===== src/hdl/pgi_pkg.sv =====
// ----------------------------------------------------------------------------
// pgi_pkg
// Shared types and constants for the palette gradient interpolator.
// ----------------------------------------------------------------------------
package pgi_pkg;

  localparam int PALETTE_ENTRIES = 16;
  localparam int ADDR_W          = $clog2(PALETTE_ENTRIES);
  localparam int COLOR_W         = 15;
  localparam int LINE_W          = 8;
  localparam int STEP_W          = 4;

  // Screen layout of the gradient
  localparam logic [LINE_W-1:0] HEAD_LINES = 8'd5;
  localparam logic [LINE_W-1:0] TAIL_START = 8'd155;
  localparam logic [ADDR_W-1:0] LAST_ENTRY = 4'd15;

  // Item opcodes
  localparam logic MODE_WRITE = 1'b0;
  localparam logic MODE_READ  = 1'b1;

  typedef struct packed {
    logic                mode;
    logic [ADDR_W-1:0]   entry_index;
    logic [COLOR_W-1:0]  color_value;
    logic [LINE_W-1:0]   line_number;
  } req_item_t;

  typedef struct packed {
    logic [COLOR_W-1:0]  line_color;
    logic [LINE_W-1:0]   line_echo;
  } rsp_item_t;

  // Write and read requests into the palette store
  typedef struct packed {
    logic                en;
    logic [ADDR_W-1:0]   addr;
    logic [COLOR_W-1:0]  data;
  } pal_wr_t;

  typedef struct packed {
    logic                en;
    logic [ADDR_W-1:0]   addr_a;
    logic [ADDR_W-1:0]   addr_b;
  } pal_rd_t;

endpackage


===== src/hdl/pgi_palette_ram.sv =====
// ----------------------------------------------------------------------------
// pgi_palette_ram
// Palette color store: one write port, two registered read ports. Entries
// never written since reset read as zero through per-entry valid bits.
// ----------------------------------------------------------------------------
module pgi_palette_ram (
  input  logic                      clk,
  input  logic                      rst,
  input  pgi_pkg::pal_wr_t          wr,
  input  pgi_pkg::pal_rd_t          rd,
  output logic [pgi_pkg::COLOR_W-1:0] rd_data_a,
  output logic [pgi_pkg::COLOR_W-1:0] rd_data_b
);
  import pgi_pkg::*;

  logic [COLOR_W-1:0]         mem [PALETTE_ENTRIES];
  logic [PALETTE_ENTRIES-1:0] entry_valid;

  // Store write data
  always_ff @(posedge clk) begin
    if (wr.en) begin
      mem[wr.addr] <= wr.data;
    end
  end

  // Track written entries; reset makes the whole store read as zero
  always_ff @(posedge clk) begin
    if (rst) begin
      entry_valid <= '0;
    end else if (wr.en) begin
      entry_valid[wr.addr] <= 1'b1;
    end
  end

  // Register both read ports; hold data between reads
  always_ff @(posedge clk) begin
    if (rd.en) begin
      rd_data_a <= entry_valid[rd.addr_a] ? mem[rd.addr_a] : '0;
      rd_data_b <= entry_valid[rd.addr_b] ? mem[rd.addr_b] : '0;
    end
  end

endmodule


===== src/hdl/pgi_blend.sv =====
// ----------------------------------------------------------------------------
// pgi_blend
// Per-channel blend between two BGR555 colors at step j of ten, with
// truncation toward zero on each partial quotient.
// ----------------------------------------------------------------------------
module pgi_blend (
  input  logic [pgi_pkg::COLOR_W-1:0] base_color,
  input  logic [pgi_pkg::COLOR_W-1:0] next_color,
  input  logic [pgi_pkg::STEP_W-1:0]  step,
  output logic [pgi_pkg::COLOR_W-1:0] color
);
  import pgi_pkg::*;

  // Blend one 5-bit channel. Work on |d| and apply the sign at the end,
  // which matches truncation toward zero of every term.
  function automatic logic [4:0] blend_ch(input logic [4:0] b, input logic [4:0] n,
                                          input logic [3:0] j);
    logic        neg;
    logic [4:0]  mag;
    logic [12:0] q_prod;
    logic [1:0]  dq;
    logic [3:0]  dr;
    logic [6:0]  rj;
    logic [14:0] rj_prod;
    logic [3:0]  t1;
    logic [8:0]  dj;
    logic [13:0] dj_prod;
    logic [1:0]  t2;
    logic [4:0]  jq;
    logic [5:0]  m;
    logic [6:0]  v;
    neg     = (n < b);
    mag     = neg ? (b - n) : (n - b);
    // |d| / 10 and |d| % 10 by reciprocal multiply
    q_prod  = 13'(mag) * 13'd205;
    dq      = q_prod[12:11];
    dr      = 4'(mag - 5'(dq) * 5'd10);
    // (|d| % 10) * j / 10
    rj      = 7'(dr) * 7'(j);
    rj_prod = 15'(rj) * 15'd205;
    t1      = rj_prod[14:11];
    // |d| * j / 100
    dj      = 9'(mag) * 9'(j);
    dj_prod = 14'(dj) * 14'd41;
    t2      = dj_prod[13:12];
    jq      = 5'(j) * 5'(dq);
    m       = 6'(jq) + 6'(t1) + 6'(t2);
    v       = neg ? (7'(b) - 7'(m)) : (7'(b) + 7'(m));
    return v[4:0];
  endfunction

  // Blend red, green and blue independently
  always_comb begin
    color[4:0]   = blend_ch(base_color[4:0],   next_color[4:0],   step);
    color[9:5]   = blend_ch(base_color[9:5],   next_color[9:5],   step);
    color[14:10] = blend_ch(base_color[14:10], next_color[14:10], step);
  end

endmodule


===== src/hdl/palette_gradient_interpolator.sv =====
// ----------------------------------------------------------------------------
// palette_gradient_interpolator
// Palette store with per-line gradient lookup between adjacent entries.
// ----------------------------------------------------------------------------
// Usage:
//   req channel (req_valid/req_ready/req) carries one item per handshake.
//   A write item (mode 0) stores color_value at entry_index and returns
//   nothing. A read item (mode 1) returns one rsp item with the blended
//   color of line_number and the line number echoed back.
//   A read item passes the registered palette read and then the blend and
//   output register on its way to rsp. Throughput: one item per cycle
//   while the output is not stalled; the two-port palette read lets both
//   segment ends come out in the same cycle.
//   A write followed by a read in the next cycle sees the new color.
//   Reset clears the control pipeline and marks every palette entry as
//   unwritten, so all entries read as zero until written again.
//   When rsp_ready is low the result holds in the output register; one
//   more read item may sit in the read stage, after which req_ready drops.
// ----------------------------------------------------------------------------
module palette_gradient_interpolator (
  input  logic               clk,
  input  logic               rst,
  input  logic               req_valid,
  output logic               req_ready,
  input  pgi_pkg::req_item_t req,
  output logic               rsp_valid,
  input  logic               rsp_ready,
  output pgi_pkg::rsp_item_t rsp
);
  import pgi_pkg::*;

  logic                accept;
  logic                s1_valid;
  logic                s1_advance;
  logic [STEP_W-1:0]   s1_step;
  logic [LINE_W-1:0]   s1_line;

  logic [LINE_W-1:0]   k;
  logic [15:0]         seg_prod;
  logic [ADDR_W-1:0]   seg;
  logic [ADDR_W-1:0]   seg_sel;
  logic [STEP_W-1:0]   step_sel;

  pal_wr_t             wr;
  pal_rd_t             rd;
  logic [COLOR_W-1:0]  base_color;
  logic [COLOR_W-1:0]  next_color;
  logic [COLOR_W-1:0]  blend_color;

  // Handshake: take a new item when the read stage is empty or moving on
  assign s1_advance = s1_valid && (!rsp_valid || rsp_ready);
  assign req_ready  = !s1_valid || s1_advance;
  assign accept     = req_valid && req_ready;

  // Decode line into segment and step; head and tail lines use step zero
  always_comb begin
    k        = req.line_number - HEAD_LINES;
    seg_prod = 16'(k) * 16'd205;
    seg      = seg_prod[14:11];
    if (req.line_number < HEAD_LINES) begin
      seg_sel  = '0;
      step_sel = '0;
    end else if (req.line_number >= TAIL_START) begin
      seg_sel  = LAST_ENTRY;
      step_sel = '0;
    end else begin
      seg_sel  = seg;
      step_sel = 4'(k - 8'(seg) * 8'd10);
    end
  end

  // Drive palette write and read requests
  always_comb begin
    wr.en     = accept && (req.mode == MODE_WRITE);
    wr.addr   = req.entry_index;
    wr.data   = req.color_value;
    rd.en     = accept && (req.mode == MODE_READ);
    rd.addr_a = seg_sel;
    rd.addr_b = seg_sel + 4'd1;
  end

  pgi_palette_ram u_ram (
    .clk       (clk),
    .rst       (rst),
    .wr        (wr),
    .rd        (rd),
    .rd_data_a (base_color),
    .rd_data_b (next_color)
  );

  // Read stage control
  always_ff @(posedge clk) begin
    if (rst) begin
      s1_valid <= 1'b0;
    end else if (accept) begin
      s1_valid <= (req.mode == MODE_READ);
    end else if (s1_advance) begin
      s1_valid <= 1'b0;
    end
  end

  // Read stage payload travels alongside the palette read
  always_ff @(posedge clk) begin
    if (rd.en) begin
      s1_step <= step_sel;
      s1_line <= req.line_number;
    end
  end

  pgi_blend u_blend (
    .base_color (base_color),
    .next_color (next_color),
    .step       (s1_step),
    .color      (blend_color)
  );

  // Output register
  always_ff @(posedge clk) begin
    if (rst) begin
      rsp_valid <= 1'b0;
    end else if (s1_advance) begin
      rsp_valid <= 1'b1;
    end else if (rsp_ready) begin
      rsp_valid <= 1'b0;
    end
  end

  always_ff @(posedge clk) begin
    if (s1_advance) begin
      rsp.line_color <= blend_color;
      rsp.line_echo  <= s1_line;
    end
  end

`ifndef SYNTHESIS
  a_read_fills_stage: assert property (@(posedge clk) disable iff (rst)
    (accept && req.mode == MODE_READ) |=> s1_valid)
    else $error("read item did not enter read stage");

  a_write_no_result: assert property (@(posedge clk) disable iff (rst)
    (accept && req.mode == MODE_WRITE) |=> !s1_valid)
    else $error("write item produced a pending result");

  a_stage_drains: assert property (@(posedge clk) disable iff (rst)
    (s1_valid && !rsp_valid) |=> rsp_valid)
    else $error("read stage did not move to output");

  a_stall_cause: assert property (@(posedge clk) disable iff (rst)
    !req_ready |-> (s1_valid && rsp_valid && !rsp_ready))
    else $error("request stalled without a full pipeline");
`endif

endmodule


===== config.mk =====
export PLATFORM = sky130hd
export DESIGN_NAME = palette_gradient_interpolator
export DESIGN_NICKNAME = d
export VERILOG_FILES = /design/src/hdl/pgi_pkg.sv /design/src/hdl/pgi_palette_ram.sv /design/src/hdl/pgi_blend.sv /design/src/hdl/palette_gradient_interpolator.sv
export SDC_FILE = /design/constraint.sdc
export NUM_CORES = 1
export LEC_CHECK = 0
export ABC_CLOCK_PERIOD_IN_PS = 14800
export BUFFER_PORTS_ARGS = -buffer_cell sky130_fd_sc_hd__buf_2
export CORE_UTILIZATION = 47
export CTS_CLUSTER_DIAMETER = 80
export CTS_CLUSTER_SIZE = 12
export DETAILED_ROUTE_END_ITERATION = 7
export GPL_TIMING_DRIVEN = 0
export PLACE_DENSITY = 0.61
export SYNTH_ARGS = -nofsm -noshare
export SYNTH_HDL_FRONTEND = slang
export SYNTH_SLANG_ARGS = --single-unit

===== constraint.sdc =====
create_clock -name clk -period 14.8 [get_ports clk]
set_input_delay 1.48 -clock clk [delete_from_list [all_inputs] [get_ports clk]]
set_output_delay 1.48 -clock clk [all_outputs]
set_load 0.005 [all_outputs]

==> metrics.json, run 1 <==
{
  "syn_nets": {"value": 3095},
  "maxCapViolCount": {"value": 0},
  "placed_cells_incl_taps": {"value": 3370},
  "post_route_cells_drive_above_1_share": {"value": 14.6, "unit": "%"},
  "number_of_distinct_standard_cells_referenced_by_the_synthesized_netlist": {"value": 85},
  "floorplan.rows": {"value": 88},
  "area.growth.synth_to_final": {"value": 12.3, "unit": "%"},
  "hold_buffers": {"value": 0},
  "hold_path_class": {"value": "reg -> reg"},
  "total_wire_length_after_detailed_routing": {"value": 73800, "unit": "µm"},
  "die_height": {"value": 244, "unit": "µm"},
  "seq_area_frac_synth": {"value": 34.5, "unit": "%"},
  "timing.rr.start": {"value": "u_ram.rd_data_a[9]$_SDFFCE_PN0P_"},
  "initial_core_util": {"value": 47.7, "unit": "%"},
  "worstPathRequired": {"value": 15.07, "unit": "ns"},
  "post-synth-top-count-cell": {"value": "sky130_fd_sc_hd__ha_1"},
  "maximum_fanout_encountered_on_the_critical_timing_path": {"value": 8},
  "floorplan.core_area": {"value": 57800, "unit": "µm²"},
  "arrival": {"value": 14.51, "unit": "ns"},
  "timing.setup.tns": {"value": 0, "unit": "ns"},
  "clock_tree.htree_level_count": {"value": 2},
  "number_of_top_level_pins": {"value": 57},
  "fp.dieArea": {"value": 59700, "unit": "µm²"},
  "overall_global_routing_resource_usage": {"value": 24.8, "unit": "%"},
  "met3_wirelength": {"value": 4700, "unit": "µm"},
  "first_iter_violations": {"value": 1645},
  "fmax": {"value": 0.0702, "unit": "GHz"},
  "final_nets": {"value": 3246},
  "dr_total_vias": {"value": 20189},
  "ys_top_cells_by_count": {"value": "sky130_fd_sc_hd__ha_1 (425), sky130_fd_sc_hd__edfxtp_1 (305), sky130_fd_sc_hd__inv_1 (273), sky130_fd_sc_hd__nand2_1 (235), sky130_fd_sc_hd__fa_1 (105)"},
  "syn_avg_cell_area": {"value": 10.9, "unit": "µm²"},
  "synth-seq-cells": {"value": 323},
  "worst_path_largest_cell_delay": {"value": 0.53, "unit": "ns"},
  "timing_worst_slew_pin_value": {"value": 1.06, "unit": "ns"},
  "routedWlPerCell": {"value": 21.3, "unit": "µm"},
  "die_width": {"value": 244, "unit": "µm"},
  "max-slew-margin-rel": {"value": 29.3, "unit": "%"},
  "r2r.worst_path.cells": {"value": 65},
  "critical_path.endpoint_type": {"value": "flop"},
  "crit_start": {"value": "u_ram.rd_data_a[9]$_SDFFCE_PN0P_"},
  "replace_congestion": {"value": 0.916},
  "share_of_yosys_cell_area_claimed_by_the_top_area_cell_type": {"value": 33.2, "unit": "%"},
  "drt_first_pass_iters": {"value": 7},
  "detail_route.vias_per_cell": {"value": 5.84},
  "pin_count_of_the_biggest_net_entering_global_routing": {"value": 43},
  "regToRegSetupSlack": {"value": 0.56, "unit": "ns"},
  "cts_tree": {"value": "built"},
  "hp-start": {"value": "s1_line[2]$_DFFE_PP_"},
  "crit_path_start_kind": {"value": "flop"},
  "synth_async_sr_flop_share": {"value": 0, "unit": "%"},
  "cts.root.buffer_cell": {"value": "sky130_fd_sc_hd__clkbuf_16"},
  "buffer_ports.inserted": {"value": 55},
  "grt.overflow.total": {"value": 0},
  "synth_top_area_cell": {"value": "sky130_fd_sc_hd__edfxtp_1"},
  "vias_in_the_first_global_route": {"value": 20728},
  "regToRegEndpoint": {"value": "rsp[17]$_DFFE_PP_"},
  "critical_path.most_common_cell": {"value": "sky130_fd_sc_hd__ha_1"},
  "grt_pass1_wl": {"value": 115000, "unit": "µm"},
  "ant_nets": {"value": 0},
  "non_filler_instance_count_after_layout": {"value": 3458},
  "number_of_buffers_between_clock_root_and_the_deepest_sink": {"value": 3},
  "yosys-top-cells-area": {"value": "sky130_fd_sc_hd__edfxtp_1 (33%), sky130_fd_sc_hd__ha_1 (19%), sky130_fd_sc_hd__fa_1 (7.6%), sky130_fd_sc_hd__mux4_2 (4.7%), sky130_fd_sc_hd__inv_1 (3.7%)"},
  "hold-path-cell-count": {"value": 0},
  "synth_enable_flop_cells": {"value": 305},
  "final.min_clock_period": {"value": 14.24, "unit": "ns"},
  "min_delay_worst_endpoint": {"value": "rsp[2]$_DFFE_PP_"},
  "hpwl_dp": {"value": 56000, "unit": "µm"},
  "setup_violations": {"value": 0},
  "clock_latency": {"value": 0.54, "unit": "ns"},
  "tritoncts_num_sinks": {"value": 323},
  "syn_inst": {"value": 2533},
  "cp_slowest_cell": {"value": "sky130_fd_sc_hd__fa_1"},
  "worstSetupPathType": {"value": "reg -> reg"},
  "timing_hold_violations_final": {"value": 0},
  "worst_clock_skew": {"value": 0.0297, "unit": "ns"},
  "status": {"value": "completed"},
  "detail_route.wirelength.met1": {"value": 30100, "unit": "µm"},
  "number_of_antenna_violations_at_the_first_check_in_global_routing": {"value": 3},
  "route.met2.wl": {"value": 36400, "unit": "µm"},
  "yosys_warnings": {"value": 0},
  "highest_layer": {"value": "met5"},
  "finalCritPeriodShare": {"value": 96.2, "unit": "%"},
  "worst_setup_hold_path_clk_slew": {"value": 0.06, "unit": "ns"},
  "syn-cell-area": {"value": 27600, "unit": "µm²"},
  "most_used_flip_flop_cell_after_synthesis": {"value": "sky130_fd_sc_hd__edfxtp_1"},
  "report.final.slew_viol_count": {"value": 0},
  "tritoncts.num_buffers": {"value": 34},
  "detail_route.drc_violations": {"value": 0}
}
## repair_timing
action | CTS | global route
setup buffers | 13 | 36
resized for setup | 34 | 76
endpoints found under the setup margin | 9 | 9
pin swaps | 7 | 44
## worst max-delay path, delay by kind of cell (launching register included)
kind,cells,cell delay [ns]
compound gates,16,2.80
xor+xnor,9,1.49
fa+ha+maj,18,6.25
buf+inv,12,1.06
flops,1,0.46
mux,1,0.29
simple gates,9,1.57
## kinds of logic after synthesis
kind of cell | Yosys count | share of synthesized area (%)
xor gates and xnor gates | 116 | 3.68
buffers and inverters | 372 | 5.36
and+or+nand+nor | 672 | 12.0
muxes | 109 | 6.98
adders and majority gates | 531 | 26.9
DFF | 323 | 34.5
AOI/OAI and AO/OA | 410 | 10.5
## layout by cell type (no fill, tap or decap), drive strengths merged, types with 40 or more instances in the layout
master and instances:
a211oi 40, a21o 50, a21oi 65, and2 48, buf 152, clkbuf 99
edfxtp 305, fa 105, ha 425, inv 279, mux4 64, nand2 235
nand3 103, nor2 96, nor2b 55, o21ai 87, xnor2 83
## through the flow
stage               util, %  setup slack [ns]  cell area (µm²)  hold slack, ns
CTS                    52.5           0.00481            30300           0.422
detailed placement     50.4             -1.06            29100           0.407
floorplan                 -             0.668            27600           0.400
global placement       49.9            -0.755            28800           0.401
finish                 53.6             0.557            31000           0.423
global route           53.6            -0.118            31000           0.437
## flip-flops by register name (all words and copies together), names as in the netlist
register and flops:
rsp 23, s1_line 8, u_ram.rd_data_a 15, u_ram.rd_data_b 15, s1_step 4, u_ram.mem 240, rsp_valid 1, s1_valid 1
u_ram.entry_valid 16
## layer usage
metal / global-route usage [%] / vias to the layer above
met3: 3.42 / 165
met5: 0 / -
met2: 43.8 / 745
li1: - / 9472
met1: 30.7 / 9801
met4: 8.90 / 6
## final cells by class
type                            count  area (µm²)
Tap cell                          765         957
Inverter                          275        1040
Sequential cell                   323        9520
Antenna cell                        1        2.50
Multi-Input combinational cell   1838       17200
Fill cell                        4971       26800
Timing Repair Buffer              121         876
Clock inverter                      5        57.6
Clock buffer                       39         891
Buffer                             91         422
## how the worst max path moves through the flow
stage,end,cells past startpoint,slack [ns]
after CTS,rsp[12]$_DFFE_PP_,63,0.005
after detailed placement,rsp[17]$_DFFE_PP_,61,-1.06
final,rsp[17]$_DFFE_PP_,65,0.56
after global placement,rsp[17]$_DFFE_PP_,61,-0.75
after floorplan,rsp[12]$_DFFE_PP_,64,0.67
after global routing,rsp[17]$_DFFE_PP_,65,-0.12
Power of run 1 is not shown: default switching activity piles up to over one toggle a cycle in this logic, so the estimate is an artifact.
==> run 2: changes to the inputs <==
Settings changed: ABC_CLOCK_PERIOD_IN_PS 14800 to 17500, PLACE_DENSITY 0.61 to 0.59.
Clock period 14.8 ns to 17.5 ns, I/O delays scaled along.
==> metrics.json, run 2 (synthesis results as in run 1) <==
{
  "status": {"value": "completed", "change": "unchanged"},
  "replace_congestion": {"value": 0.925, "change": "was 0.916"},
  "cts_tree": {"value": "built", "change": "unchanged"},
  "hold_buffers": {"value": 0, "change": "unchanged"},
  "route.met2.wl": {"value": 35400, "unit": "µm", "change": "was 36400 µm"},
  "rsz_0062_raised_after_global_routing": {"value": "no"},
  "maxCapViolCount": {"value": 0, "change": "unchanged"},
  "layout.cells.most_common": {"value": "sky130_fd_sc_hd__ha_1", "change": "unchanged"},
  "highest_layer": {"value": "met4", "change": "was met5"},
  "hold_path_class": {"value": "reg -> reg", "change": "unchanged"},
  "final_nets": {"value": 3201, "change": "was 3246"},
  "timing.setup.tns": {"value": 0, "unit": "ns", "change": "unchanged"},
  "final_util": {"value": 51.9, "unit": "%", "change": "was 53.6%"},
  "commonest_cells_after_routing_fill_and_taps_aside": {"value": "sky130_fd_sc_hd__ha_1 (425), sky130_fd_sc_hd__edfxtp_1 (305), sky130_fd_sc_hd__inv_1 (272), sky130_fd_sc_hd__nand2_1 (235), sky130_fd_sc_hd__fa_1 (105)", "change": "was sky130_fd_sc_hd__ha_1 (412), sky130_fd_sc_hd__edfxtp_1 (305), sky130_fd_sc_hd__inv_1 (270), sky130_fd_sc_hd__nand2_1 (234), sky130_fd_sc_hd__nand3_1 (102)"},
  "cts_post_setup_buffers_inserted": {"value": 0, "change": "was 13"},
  "setup_slack": {"value": 1.54, "unit": "ns", "change": "was 0.557 ns"},
  "buffer_ports.inserted": {"value": 55, "change": "unchanged"},
  "post_route_cells_drive_above_1_share": {"value": 9.78, "unit": "%", "change": "was 14.6%"},
  "worstPathRequired": {"value": 17.84, "unit": "ns", "change": "was 15.07 ns"},
  "total_wire_length_after_detailed_routing": {"value": 72200, "unit": "µm", "change": "was 73800 µm"},
  "non_filler_instance_count_after_layout": {"value": 3415, "change": "was 3458"},
  "worst_clock_skew": {"value": 0.0285, "unit": "ns", "change": "was 0.0297 ns"},
  "regToRegSetupSlack": {"value": 1.54, "unit": "ns", "change": "was 0.56 ns"},
  "largest-register": {"value": "u_ram.mem", "change": "unchanged"},
  "detail_route.vias_per_cell": {"value": 5.82, "change": "was 5.84"},
  "met3_wirelength": {"value": 4020, "unit": "µm", "change": "was 4700 µm"},
  "timing_worst_slew_pin_value": {"value": 0.999, "unit": "ns", "change": "was 1.06 ns"},
  "largest_reg_flops": {"value": 240, "change": "unchanged"},
  "crit_path_start_kind": {"value": "flop", "change": "unchanged"},
  "grt.overflow.total": {"value": 0, "change": "unchanged"},
  "ant_nets": {"value": 0, "change": "unchanged"},
  "fmax": {"value": 0.0627, "unit": "GHz", "change": "was 0.0702 GHz"},
  "tritoncts.num_buffers": {"value": 31, "change": "was 34"},
  "vias_in_the_first_global_route": {"value": 20495, "change": "was 20728"},
  "cp_slowest_cell": {"value": "sky130_fd_sc_hd__or4_1", "change": "was sky130_fd_sc_hd__fa_1"},
  "number_of_buffers_between_clock_root_and_the_deepest_sink": {"value": 3, "change": "unchanged"},
  "overall_global_routing_resource_usage": {"value": 24.4, "unit": "%", "change": "was 24.8%"},
  "worst_case_setup_slack_after_placement": {"value": 1.51, "unit": "ns", "change": "was -1.06 ns"},
  "area.growth.synth_to_final": {"value": 8.69, "unit": "%", "change": "was 12.3%"},
  "setup_violations": {"value": 0, "change": "unchanged"},
  "largest_registers": {"value": "u_ram.mem x240, rsp x23, u_ram.entry_valid x16", "change": "unchanged"},
  "clock_latency": {"value": 0.60, "unit": "ns", "change": "was 0.54 ns"},
  "timing_hold_violations_final": {"value": 0, "change": "unchanged"},
  "fp.dieArea": {"value": 59700, "unit": "µm²", "change": "unchanged"},
  "final.min_clock_period": {"value": 15.96, "unit": "ns", "change": "was 14.24 ns"},
  "die_height": {"value": 244, "unit": "µm", "change": "unchanged"},
  "dr_total_vias": {"value": 19874, "change": "was 20189"},
  "initial_core_util": {"value": 47.7, "unit": "%", "change": "unchanged"},
  "routedWlPerCell": {"value": 21.1, "unit": "µm", "change": "was 21.3 µm"},
  "max-slew-margin-rel": {"value": 32.9, "unit": "%", "change": "was 29.3%"},
  "finalCritPeriodShare": {"value": 91.2, "unit": "%", "change": "was 96.2%"},
  "worst_path_largest_cell_delay": {"value": 0.56, "unit": "ns", "change": "was 0.53 ns"},
  "detail_route.wirelength.met1": {"value": 30400, "unit": "µm", "change": "was 30100 µm"},
  "floorplan.rows": {"value": 88, "change": "unchanged"},
  "die_width": {"value": 244, "unit": "µm", "change": "unchanged"},
  "worst_setup_hold_path_clk_slew": {"value": 0.06, "unit": "ns", "change": "about the same"},
  "hpwl_dp": {"value": 56500, "unit": "µm", "change": "was 56000 µm"},
  "placed_cells_incl_taps": {"value": 3371, "change": "was 3370"},
  "clock_tree.htree_level_count": {"value": 1, "change": "was 2"},
  "arrival": {"value": 16.30, "unit": "ns", "change": "was 14.51 ns"},
  "floorplan.core_area": {"value": 57800, "unit": "µm²", "change": "unchanged"},
  "worstSetupPathType": {"value": "reg -> reg", "change": "unchanged"},
  "report.final.slew_viol_count": {"value": 0, "change": "unchanged"},
  "number_of_top_level_pins": {"value": 57, "change": "unchanged"},
  "first_iter_violations": {"value": 1529, "change": "was 1645"},
  "number_of_antenna_violations_at_the_first_check_in_global_routing": {"value": 1, "change": "was 3"},
  "critical_path.most_common_cell": {"value": "sky130_fd_sc_hd__ha_1", "change": "unchanged"},
  "cts.root.buffer_cell": {"value": "sky130_fd_sc_hd__clkbuf_16", "change": "unchanged"},
  "critical_path.endpoint_type": {"value": "flop", "change": "unchanged"},
  "pin_count_of_the_biggest_net_entering_global_routing": {"value": 43, "change": "unchanged"},
  "tritoncts_num_sinks": {"value": 323, "change": "unchanged"},
  "grt_pass1_wl": {"value": 114000, "unit": "µm", "change": "was 115000 µm"},
  "drt_first_pass_iters": {"value": 6, "change": "was 7"},
  "ctsResizeCount": {"value": 0, "change": "was 34"},
  "maximum_fanout_encountered_on_the_critical_timing_path": {"value": 9, "change": "was 8"},
  "detail_route.drc_violations": {"value": 0, "change": "unchanged"}
}
-- run 2: worst max-delay path: cells and delay by family, from the launching register on --
family          cells  cell delay, ns
compound gates     21            4.38
xor+xnor           10            2.12
fa+ha+maj          19            6.41
buf+inv             6            0.68
flops               1            0.47
simple gates        7            1.69
-- run 2: per-layer routing --
metal  vias to the layer above  track usage, %
met1                      9687            31.4
li1                       9386               -
met3                       127            2.17
met5                         -               0
met2                       674            42.8
met4                         0            8.69
-- run 2: per-stage QoR --
stage | hold slack, ns | instance area (µm²)
global route | 0.424 | 30000
detailed placement | 0.405 | 29100
global placement | 0.404 | 28800
CTS | 0.420 | 30000
floorplan | 0.400 | 27600
finish | 0.419 | 30000
-- run 2: worst paths after layout --
check,cells past startpoint,to,startpoint
worst max-delay path,63,rsp[12]$_DFFE_PP_,u_ram.rd_data_a[2]$_SDFFCE_PN0P_
worst min-delay path,0,rsp[4]$_DFFE_PP_,s1_line[4]$_DFFE_PP_
worst max register to register,63,rsp[12]$_DFFE_PP_,u_ram.rd_data_a[2]$_SDFFCE_PN0P_
worst min register to register,0,rsp[4]$_DFFE_PP_,s1_line[4]$_DFFE_PP_
-- run 2: final cells by class --
cell class                 count  area (µm²)
fill                        5129       27800
multi-input combinational   1838       16600
inverter                     275        1030
clock buffer                  40         810
buffer                        97         444
antenna                        1        2.50
clock inverter                 3        36.3
tap                          765         957
sequential                   323        9520
timing repair buffer          73         536
Power of run 2 is left out for the same reason.
